**src/nidht_pkg.sv**
```systemverilog
// ----------------------------------------------------------------------------
// nidht_pkg
// Shared types, codes and helpers for the node id hole tracker.
// ----------------------------------------------------------------------------
package nidht_pkg;

  localparam int unsigned MAX_IDS_DEF = 1024;

  localparam int unsigned MODE_W   = 2;
  localparam int unsigned ID_W     = 10;
  localparam int unsigned STATUS_W = 2;
  localparam int unsigned BOUND_W  = 11;

  // bitmap row geometry
  localparam int unsigned WORD_W = 32;
  localparam int unsigned BIT_W  = 5;

  typedef enum logic [MODE_W-1:0] {
    MODE_ADD    = 2'd0,
    MODE_REMOVE = 2'd1,
    MODE_CLEAR  = 2'd2,
    MODE_NONE   = 2'd3
  } mode_t;

  typedef enum logic [STATUS_W-1:0] {
    ST_OK     = 2'd0,
    ST_DUP    = 2'd1,
    ST_ABSENT = 2'd2,
    ST_RANGE  = 2'd3
  } status_t;

  typedef enum logic [2:0] {
    S_IDLE,
    S_CLEAR,
    S_RMW,
    S_SWP_RD,
    S_SWP_CHK
  } state_t;

  // bitmap port command
  typedef struct packed {
    logic rd;
    logic wr;
  } mem_cmd_t;

  // index of the highest set bit (0 when the word is empty)
  function automatic logic [BIT_W-1:0] top_bit(input logic [WORD_W-1:0] w);
    logic [BIT_W-1:0] r;
    r = '0;
    for (int i = 0; i < WORD_W; i++) begin
      if (w[i]) begin
        r = BIT_W'(i);
      end
    end
    return r;
  endfunction

  // bits strictly below position b
  function automatic logic [WORD_W-1:0] below_mask(input logic [BIT_W-1:0] b);
    return (WORD_W'(1) << b) - WORD_W'(1);
  endfunction

endpackage

```
**src/node_id_hole_tracker.sv**
```systemverilog
// ----------------------------------------------------------------------------
// node_id_hole_tracker
// Node id allocator: presence bitmap plus bound register, hole tracking.
// ----------------------------------------------------------------------------
// Add/remove: row read in S_IDLE, written back in S_RMW; out-of-range id or
// unused mode answered in S_IDLE. Top-id removal with nothing lower in its
// row sweeps down the rows below. Clear: one row written per cycle, then done.
// Throughput: busy stays high through the bitmap access; the next beat can
// start in the cycle done is high. done is a one-cycle strobe, no backpressure.
// Reset (rst, sync): wipes the bitmap row by row with busy high.
// ----------------------------------------------------------------------------
module node_id_hole_tracker
  import nidht_pkg::*;
#(
  parameter int unsigned MAX_IDS = MAX_IDS_DEF
) (
  input  logic                clk,
  input  logic                rst,
  // command side: beat taken when start && !busy
  input  logic                start,
  output logic                busy,
  input  logic [MODE_W-1:0]   mode,
  input  logic [ID_W-1:0]     node_id,
  // result side: one beat per command, marked by done
  output logic                done,
  output logic [STATUS_W-1:0] status,
  output logic [BOUND_W-1:0]  bound,
  output logic                filled_hole
);

  localparam int unsigned ROWS  = (MAX_IDS + WORD_W - 1) / WORD_W;
  localparam int unsigned ROW_W = (ROWS > 1) ? $clog2(ROWS) : 1;

  // bitmap port between sequencer and RAM
  mem_cmd_t          mem_cmd;
  logic [ROW_W-1:0]  mem_addr;
  logic [WORD_W-1:0] mem_wdata;
  logic [WORD_W-1:0] mem_rdata;

  // sequencer: decodes the command, does the read-modify-write on the
  // id's row, and runs the downward sweep when the top id goes away
  nidht_ctrl #(
    .MAX_IDS (MAX_IDS)
  ) u_ctrl (
    .clk         (clk),
    .rst         (rst),
    .start       (start),
    .mode        (mode),
    .node_id     (node_id),
    .busy        (busy),
    .done        (done),
    .status      (status),
    .bound       (bound),
    .filled_hole (filled_hole),
    .mem_cmd     (mem_cmd),
    .mem_addr    (mem_addr),
    .mem_wdata   (mem_wdata),
    .mem_rdata   (mem_rdata)
  );

  // presence bitmap, 32 ids per row
  nidht_map #(
    .MAX_IDS (MAX_IDS)
  ) u_map (
    .clk   (clk),
    .cmd   (mem_cmd),
    .addr  (mem_addr),
    .wdata (mem_wdata),
    .rdata (mem_rdata)
  );

endmodule

```
**src/nidht_map.sv**
```systemverilog
// ----------------------------------------------------------------------------
// nidht_map
// Presence bitmap: single-port word RAM, registered read data.
// ----------------------------------------------------------------------------
module nidht_map
  import nidht_pkg::*;
#(
  parameter int unsigned MAX_IDS = MAX_IDS_DEF
) (
  input  logic                                       clk,
  input  mem_cmd_t                                   cmd,
  input  logic [((MAX_IDS+WORD_W-1)/WORD_W > 1 ?
                 $clog2((MAX_IDS+WORD_W-1)/WORD_W) : 1)-1:0] addr,
  input  logic [WORD_W-1:0]                          wdata,
  output logic [WORD_W-1:0]                          rdata
);

  localparam int unsigned ROWS = (MAX_IDS + WORD_W - 1) / WORD_W;

  logic [WORD_W-1:0] mem [ROWS];

  always_ff @(posedge clk) begin
    if (cmd.wr) begin
      mem[addr] <= wdata;
    end
    if (cmd.rd) begin
      rdata <= mem[addr];
    end
  end

endmodule

```
**src/nidht_ctrl.sv**
```systemverilog
// ----------------------------------------------------------------------------
// nidht_ctrl
// Sequencer: bitmap read-modify-write, trailing-hole sweep, clear sweep.
// ----------------------------------------------------------------------------
module nidht_ctrl
  import nidht_pkg::*;
#(
  parameter int unsigned MAX_IDS = MAX_IDS_DEF
) (
  input  logic                  clk,
  input  logic                  rst,
  input  logic                  start,
  input  logic [MODE_W-1:0]     mode,
  input  logic [ID_W-1:0]       node_id,
  output logic                  busy,
  output logic                  done,
  output logic [STATUS_W-1:0]   status,
  output logic [BOUND_W-1:0]    bound,
  output logic                  filled_hole,
  output mem_cmd_t              mem_cmd,
  output logic [((MAX_IDS+WORD_W-1)/WORD_W > 1 ?
                 $clog2((MAX_IDS+WORD_W-1)/WORD_W) : 1)-1:0] mem_addr,
  output logic [WORD_W-1:0]     mem_wdata,
  input  logic [WORD_W-1:0]     mem_rdata
);

  localparam int unsigned ROWS  = (MAX_IDS + WORD_W - 1) / WORD_W;
  localparam int unsigned ROW_W = (ROWS > 1) ? $clog2(ROWS) : 1;
  localparam int unsigned FID_W = ROW_W + BIT_W;
  localparam int unsigned BND_W = $clog2(MAX_IDS + 1);
  localparam int unsigned CMP_W = FID_W + BND_W;
  localparam logic [ROW_W-1:0] LAST_ROW = ROW_W'(ROWS - 1);

  state_t              state, state_next;
  logic [ROW_W-1:0]    row, row_next;
  logic [BND_W-1:0]    bound_q, bound_next;
  status_t             status_q, status_next;
  logic                filled_q, filled_next;
  logic                done_q, done_next;
  logic                report, report_next;
  logic [MODE_W-1:0]   op_mode;
  logic [FID_W-1:0]    op_id;

  logic [FID_W-1:0]    id_in;
  logic                in_range;
  logic [ROW_W-1:0]    op_row;
  logic [BIT_W-1:0]    op_bit;
  logic                rbit;
  logic                at_or_above;
  logic                is_top;
  logic [WORD_W-1:0]   onehot;
  logic [WORD_W-1:0]   low;

  assign id_in       = FID_W'(node_id);
  assign in_range    = 32'(node_id) < 32'(MAX_IDS);
  assign op_row      = op_id[FID_W-1:BIT_W];
  assign op_bit      = op_id[BIT_W-1:0];
  assign rbit        = mem_rdata[op_bit];
  assign at_or_above = CMP_W'(op_id) >= CMP_W'(bound_q);
  assign is_top      = (CMP_W'(op_id) + CMP_W'(1)) == CMP_W'(bound_q);
  assign onehot      = WORD_W'(1) << op_bit;
  assign low         = mem_rdata & below_mask(op_bit);

  always_ff @(posedge clk) begin
    if (rst) begin
      state    <= S_CLEAR;   // power-up wipe of the bitmap
      row      <= '0;
      bound_q  <= '0;
      status_q <= ST_OK;
      filled_q <= 1'b0;
      done_q   <= 1'b0;
      report   <= 1'b0;
    end else begin
      state    <= state_next;
      row      <= row_next;
      bound_q  <= bound_next;
      status_q <= status_next;
      filled_q <= filled_next;
      done_q   <= done_next;
      report   <= report_next;
    end
  end

  always_ff @(posedge clk) begin
    if (start && !busy) begin
      op_mode <= mode;
      op_id   <= id_in;
    end
  end

  always_comb begin
    state_next  = state;
    row_next    = row;
    bound_next  = bound_q;
    status_next = status_q;
    filled_next = filled_q;
    done_next   = 1'b0;
    report_next = report;
    mem_cmd     = '0;
    mem_addr    = row;
    mem_wdata   = '0;

    case (state)
      S_IDLE: begin
        if (start) begin
          case (mode)
            MODE_CLEAR: begin
              state_next  = S_CLEAR;
              row_next    = '0;
              report_next = 1'b1;
            end
            MODE_ADD, MODE_REMOVE: begin
              if (in_range) begin
                mem_cmd.rd = 1'b1;
                mem_addr   = id_in[FID_W-1:BIT_W];
                state_next = S_RMW;
              end else begin
                status_next = ST_RANGE;
                filled_next = 1'b0;
                done_next   = 1'b1;
              end
            end
            default: begin
              status_next = ST_OK;
              filled_next = 1'b0;
              done_next   = 1'b1;
            end
          endcase
        end
      end

      S_CLEAR: begin
        mem_cmd.wr = 1'b1;
        mem_addr   = row;
        mem_wdata  = '0;
        if (row == LAST_ROW) begin
          state_next  = S_IDLE;
          bound_next  = '0;
          status_next = ST_OK;
          filled_next = 1'b0;
          done_next   = report;
          report_next = 1'b0;
        end else begin
          row_next = row + ROW_W'(1);
        end
      end

      S_RMW: begin
        mem_addr    = op_row;
        status_next = ST_OK;
        filled_next = 1'b0;
        done_next   = 1'b1;
        state_next  = S_IDLE;
        if (op_mode == MODE_ADD) begin
          if (at_or_above) begin
            mem_cmd.wr = 1'b1;
            mem_wdata  = mem_rdata | onehot;
            bound_next = BND_W'(op_id) + BND_W'(1);
          end else if (rbit) begin
            status_next = ST_DUP;
          end else begin
            mem_cmd.wr  = 1'b1;
            mem_wdata   = mem_rdata | onehot;
            filled_next = 1'b1;
          end
        end else begin
          if (at_or_above || !rbit) begin
            status_next = ST_ABSENT;
          end else begin
            mem_cmd.wr = 1'b1;
            mem_wdata  = mem_rdata & ~onehot;
            if (is_top) begin
              if (|low) begin
                bound_next = BND_W'({op_row, top_bit(low)}) + BND_W'(1);
              end else if (op_row == '0) begin
                bound_next = '0;
              end else begin
                // top row ran dry below the id: walk down row by row
                done_next  = 1'b0;
                row_next   = op_row - ROW_W'(1);
                state_next = S_SWP_RD;
              end
            end
          end
        end
      end

      S_SWP_RD: begin
        mem_cmd.rd = 1'b1;
        mem_addr   = row;
        state_next = S_SWP_CHK;
      end

      S_SWP_CHK: begin
        if (|mem_rdata) begin
          bound_next  = BND_W'({row, top_bit(mem_rdata)}) + BND_W'(1);
          status_next = ST_OK;
          done_next   = 1'b1;
          state_next  = S_IDLE;
        end else if (row == '0) begin
          bound_next  = '0;
          status_next = ST_OK;
          done_next   = 1'b1;
          state_next  = S_IDLE;
        end else begin
          // check this row while fetching the next one down
          row_next   = row - ROW_W'(1);
          mem_cmd.rd = 1'b1;
          mem_addr   = row - ROW_W'(1);
        end
      end

      default: begin
        state_next = S_IDLE;
      end
    endcase
  end

  assign busy        = state != S_IDLE;
  assign done        = done_q;
  assign status      = status_q;
  assign bound       = BOUND_W'(bound_q);
  assign filled_hole = filled_q;

endmodule
```
**config.mk**
```make
export PLATFORM = sky130hd
export DESIGN_NAME = node_id_hole_tracker
export DESIGN_NICKNAME = d
export VERILOG_FILES = /design/src/nidht_pkg.sv /design/src/node_id_hole_tracker.sv /design/src/nidht_map.sv /design/src/nidht_ctrl.sv
export SDC_FILE = /design/constraint.sdc
export NUM_CORES = 1
export LEC_CHECK = 0
export BUFFER_PORTS_ARGS = -buffer_cell sky130_fd_sc_hd__buf_4
export CAP_MARGIN = 20
export CORE_MARGIN = 4
export CORE_UTILIZATION = 25
export DETAILED_ROUTE_END_ITERATION = 8
export PLACE_DENSITY_LB_ADDON = 0.2
export SETUP_SLACK_MARGIN = 0.2
export SLEW_MARGIN = 20
export SYNTH_ARGS = -nofsm -noshare
export SYNTH_HDL_FRONTEND = slang
export SYNTH_HIERARCHICAL = 1
export SYNTH_SLANG_ARGS = --single-unit
export TNS_END_PERCENT = 20
```
**constraint.sdc**
```tcl
create_clock -name clk -period 6.76 [get_ports clk]
set_clock_uncertainty 0.2 [all_clocks]
set_input_delay 2.028 -clock clk [delete_from_list [all_inputs] [get_ports clk]]
set_output_delay 2.028 -clock clk [all_outputs]
set_load 0.02 [all_outputs]
```
==> impl_metrics.sql <==
INSERT INTO impl_metrics (metric_group, metric, value, unit) VALUES
('status', 'status', 'finished, final reports clean', ''),
('grt', 'largest_net_degree_at_the_start_of_global_routing', '75', ''),
('timing', 'maxSlewViolCount', '0', ''),
('final_layout', 'nets', '3116', ''),
('die', 'fp.dieArea', '0.1904', 'mm2'),
('grt', 'gr-usage-all-layers', '0.1416', ''),
('clock_network', 'cts_tree', 'yes', ''),
('logic_synthesis', 'mappedNetlistArea', '0.04588', 'mm2'),
('drt', 'detail_route.iter0.violations', '2447', ''),
('critical_path', 'critical-path-top-delay-family', 'simple AND/OR/NAND/NOR gates', ''),
('worst_hold_path', 'hold_path.class', 'reg2reg', ''),
('die', 'die-width', '436.4', 'um'),
('die', 'starting_density_of_the_core', '0.2525', ''),
('timing', 'rsz0062_at_grt', 'false', ''),
('critical_path', 'largest_fanout_on_the_critical_path', '74', ''),
('power', 'powerDensity', '265.3', 'mW/mm2'),
('logic_synthesis', 'synth_fp_nets', '2987', ''),
('final_layout', 'area_delta_synth_final', '17.76', '%'),
('critical_path', 'critical_path.slowest_cell', 'sky130_fd_sc_hd__nor4_1', ''),
('clock_network', 'cts_root_buffer', 'sky130_fd_sc_hd__clkbuf_16', ''),
('logic_synthesis', 'synth_compound_area_frac', '0.07363', ''),
('timing', 'holdWs', '0.3216', 'ns'),
('clock_network', 'cts-hold-fix-buffers', '0', ''),
('logic_synthesis', 'postSynthAreaPerCell', '15.57', 'um2'),
('drt', 'remaining_drc_errors', '0', ''),
('critical_path', 'setup.worst_path.start_class', 'flip-flop', ''),
('die', 'floorplan.die.height', '436.4', 'um'),
('logic_synthesis', 'yosysSeqAreaShare', '0.7094', ''),
('timing', 'accumulated_negative_setup_slack', '0', 'ns'),
('final_layout', 'final_layout_size_suffix_gt1_frac', '0.1448', ''),
('clock_network', 'ctsHtreeMaxLevel', '3', ''),
('timing', 'final_critical_path_required_period', '6.218', 'ns'),
('grt', 'globalRoute.totalOverflow', '0', ''),
('critical_path', 'setup.worst_path.end_class', 'flip-flop', ''),
('final_layout', 'layout_common_cells', 'sky130_fd_sc_hd__edfxtp_1 (1068), sky130_fd_sc_hd__mux2i_1 (526), sky130_fd_sc_hd__o22ai_1 (262)', ''),
('grt', 'grt_first_pass_wirelength', '197900', 'um'),
('final_layout', 'seqCellArea', '0.03255', 'mm2'),
('final_layout', 'final_common_cell', 'sky130_fd_sc_hd__edfxtp_1', ''),
('drt', 'final_antenna_net_count', '0', ''),
('critical_path', 'total_number_of_cells_along_the_worst_setup_path', '12', ''),
('timing', 'report.final.hold_viol_count', '0', ''),
('clock_network', 'clock-sinks', '1092', ''),
('final_layout', 'multi_input_comb_area', '0.01277', 'mm2'),
('drt', 'viasPerCell', '4.777', ''),
('flow_run', 'maxcap_violations', '0', ''),
('timing', 'fin_crit_sh', '0.9198', ''),
('critical_path', 'critPathArrivalTime', '6.48', 'ns'),
('logic_synthesis', 'synth-seq-cells', '1092', ''),
('drt', 'wl_per_cell', '24.79', 'um'),
('timing', 'setup_viol', '0', ''),
('logic_synthesis', 'yosys-mux-area-fraction', '0.1204', ''),
('logic_synthesis', 'synth_simple_gate_area_share', '0.05904', ''),
('logic_synthesis', 'dominant_combinational_cell_family_by_area_after_synthesis', 'multiplexers', ''),
('logic_synthesis', 'synth_fa_ha_area_frac', '0.007090', ''),
('logic_synthesis', 'synthArstFlopShare', '0', ''),
('logic_synthesis', 'synthFlopType', 'sky130_fd_sc_hd__edfxtp_1', ''),
('place', 'gp_congestion', '0.8747', ''),
('logic_synthesis', 'synth.lib_cells_used.distinct', '89', ''),
('logic_synthesis', 'post_synth_xor_area_fraction', '0.006490', ''),
('clock_network', 'tritoncts.num_buffers', '119', ''),
('clock_network', 'cts.path.max_buffers', '3', ''),
('drt', 'first_pass_iteration_count_of_the_detailed_router', '6', ''),
('die', 'rows', '156', ''),
('grt', 'vias_in_the_first_global_route', '26100', ''),
('final_layout', 'final.fill_count', '17970', ''),
('power', 'p_leak', '16.82', 'nW'),
('critical_path', 'cp.required', '7.02', 'ns'),
('timing', 'worst-slew-pin-transition', '1.031', 'ns'),
('drt', 'finalWirelength', '139300', 'um'),
('critical_path', 'rr_worst_depth', '12', ''),
('clock_network', 'clock_network_latency_to_the_later_pin_of_the_worst_skew_pair', '0.74', 'ns');
worst paths after layout:
kind	startpoint	end
max	u_map/rdata[31]$_DFFE_PP_	u_map/rdata[8]$_DFFE_PP_
min	u_ctrl/status[1]$_SDFFE_PP0P_	u_ctrl/status[1]$_SDFFE_PP0P_
max reg2reg	u_map/rdata[31]$_DFFE_PP_	u_map/rdata[8]$_DFFE_PP_
min reg2reg	u_ctrl/status[1]$_SDFFE_PP0P_	u_ctrl/status[1]$_SDFFE_PP0P_
final cells by class:
cell class	instances	share of cell area
Timing Repair Buffer	189	0.03381
Inverter	36	0.002501
Tap cell	2449	0.05671
Antenna cell	4	0.0001853
Multi-Input combinational cell	1637	0.2364
Clock buffer	152	0.05780
Clock inverter	63	0.01010
Sequential cell	1092	0.6025
through the flow:
| step | setup slack, ns | std cells | cell area, um2 | util | power [W] |
|---|---|---|---|---|---|
| finish | 0.5418 | 5622 | 54030 | 0.2973 | 0.01433 |
| floorplan | 0.2203 | 2946 | 45890 | - | 0.008041 |
| CTS | 0.4474 | 5618 | 54000 | 0.2972 | 0.01452 |
| detailed placement | 0.4295 | 5403 | 50340 | 0.2770 | 0.008360 |
| global route | 0.2872 | 5618 | 54020 | 0.2973 | 0.01485 |
| global placement | 0.3452 | 5402 | 50320 | 0.2769 | 0.008360 |
report_power, final:
group	internal (W)	total (W)	switching, W
Clock	0.00348	0.00612	0.00264
Sequential	0.00741	0.00743	0.0000165
Combinational	0.000298	0.000783	0.000485
layer usage:
| layer | vias up | routed length (um) | track usage |
|---|---|---|---|
| met5 | - | 0 | 0 |
| met4 | 0 | 2662 | 0.03091 |
| met3 | 159 | 5572 | 0.01907 |
| met2 | 642 | 65010 | 0.2275 |
| met1 | 14030 | 66100 | 0.2038 |
| li1 | 12030 | - | - |
Yosys cell counts, drive strengths merged, types with 8 or more instances:
cell type,number,area (um2)
inv,36,135.1
nor3,27,140.1
o22ai,262,1639
nand3,57,285.3
nor2,115,431.7
a31oi,18,118.9
mux2i,526,5265
o21ai,50,261.5
ha,26,325.3
buf,117,721.9
o211ai,8,65.06
xnor2,21,183.9
o21bai,9,67.56
and2,12,77.57
a21oi,68,340.3
and3,8,50.05
mux4,10,225.2
a311oi,9,78.83
nor2b,12,75.07
clkbuf,64,240.2
o21a,10,75.07
nand4,13,81.33
edfxtp,1068,32070
dfxtp,24,480.5
nor4,77,488.0
xor2,13,113.9
a211oi,15,112.6
nand2b,16,100.1
nand2,122,457.9
tightest hold or removal path, cell delays in order, from the launching register on:
cell and delay [ns]:
sky130_fd_sc_hd__dfxtp_1 0.34, sky130_fd_sc_hd__a22oi_1 0.07, sky130_fd_sc_hd__nor2_1 0.08
what timing repair did:
action | 4_1_cts | 5_1_grt
resized for setup | 0 | 1
setup endpoints to repair | 0 | 4
buffers inserted | 0 | 0
kinds of logic after synthesis:
group	count (synthesis)
simple gates	518
xor+xnor	34
flops	1092
mux	539
compound gates	520
buf+inv	217
fa+ha+maj	26
registers in the layout (all words and copies together), names as in the netlist:
register and flops:
u_ctrl/bound 11, u_ctrl/status 2, u_ctrl/row 5, u_ctrl/done 1
u_ctrl/state 3, u_ctrl/filled_hole 1, u_map/rdata 32, u_map/mem 1024
u_ctrl/report 1, u_ctrl/op_mode 2, u_ctrl/op_id 10
(Power assumes the default switching activity.)
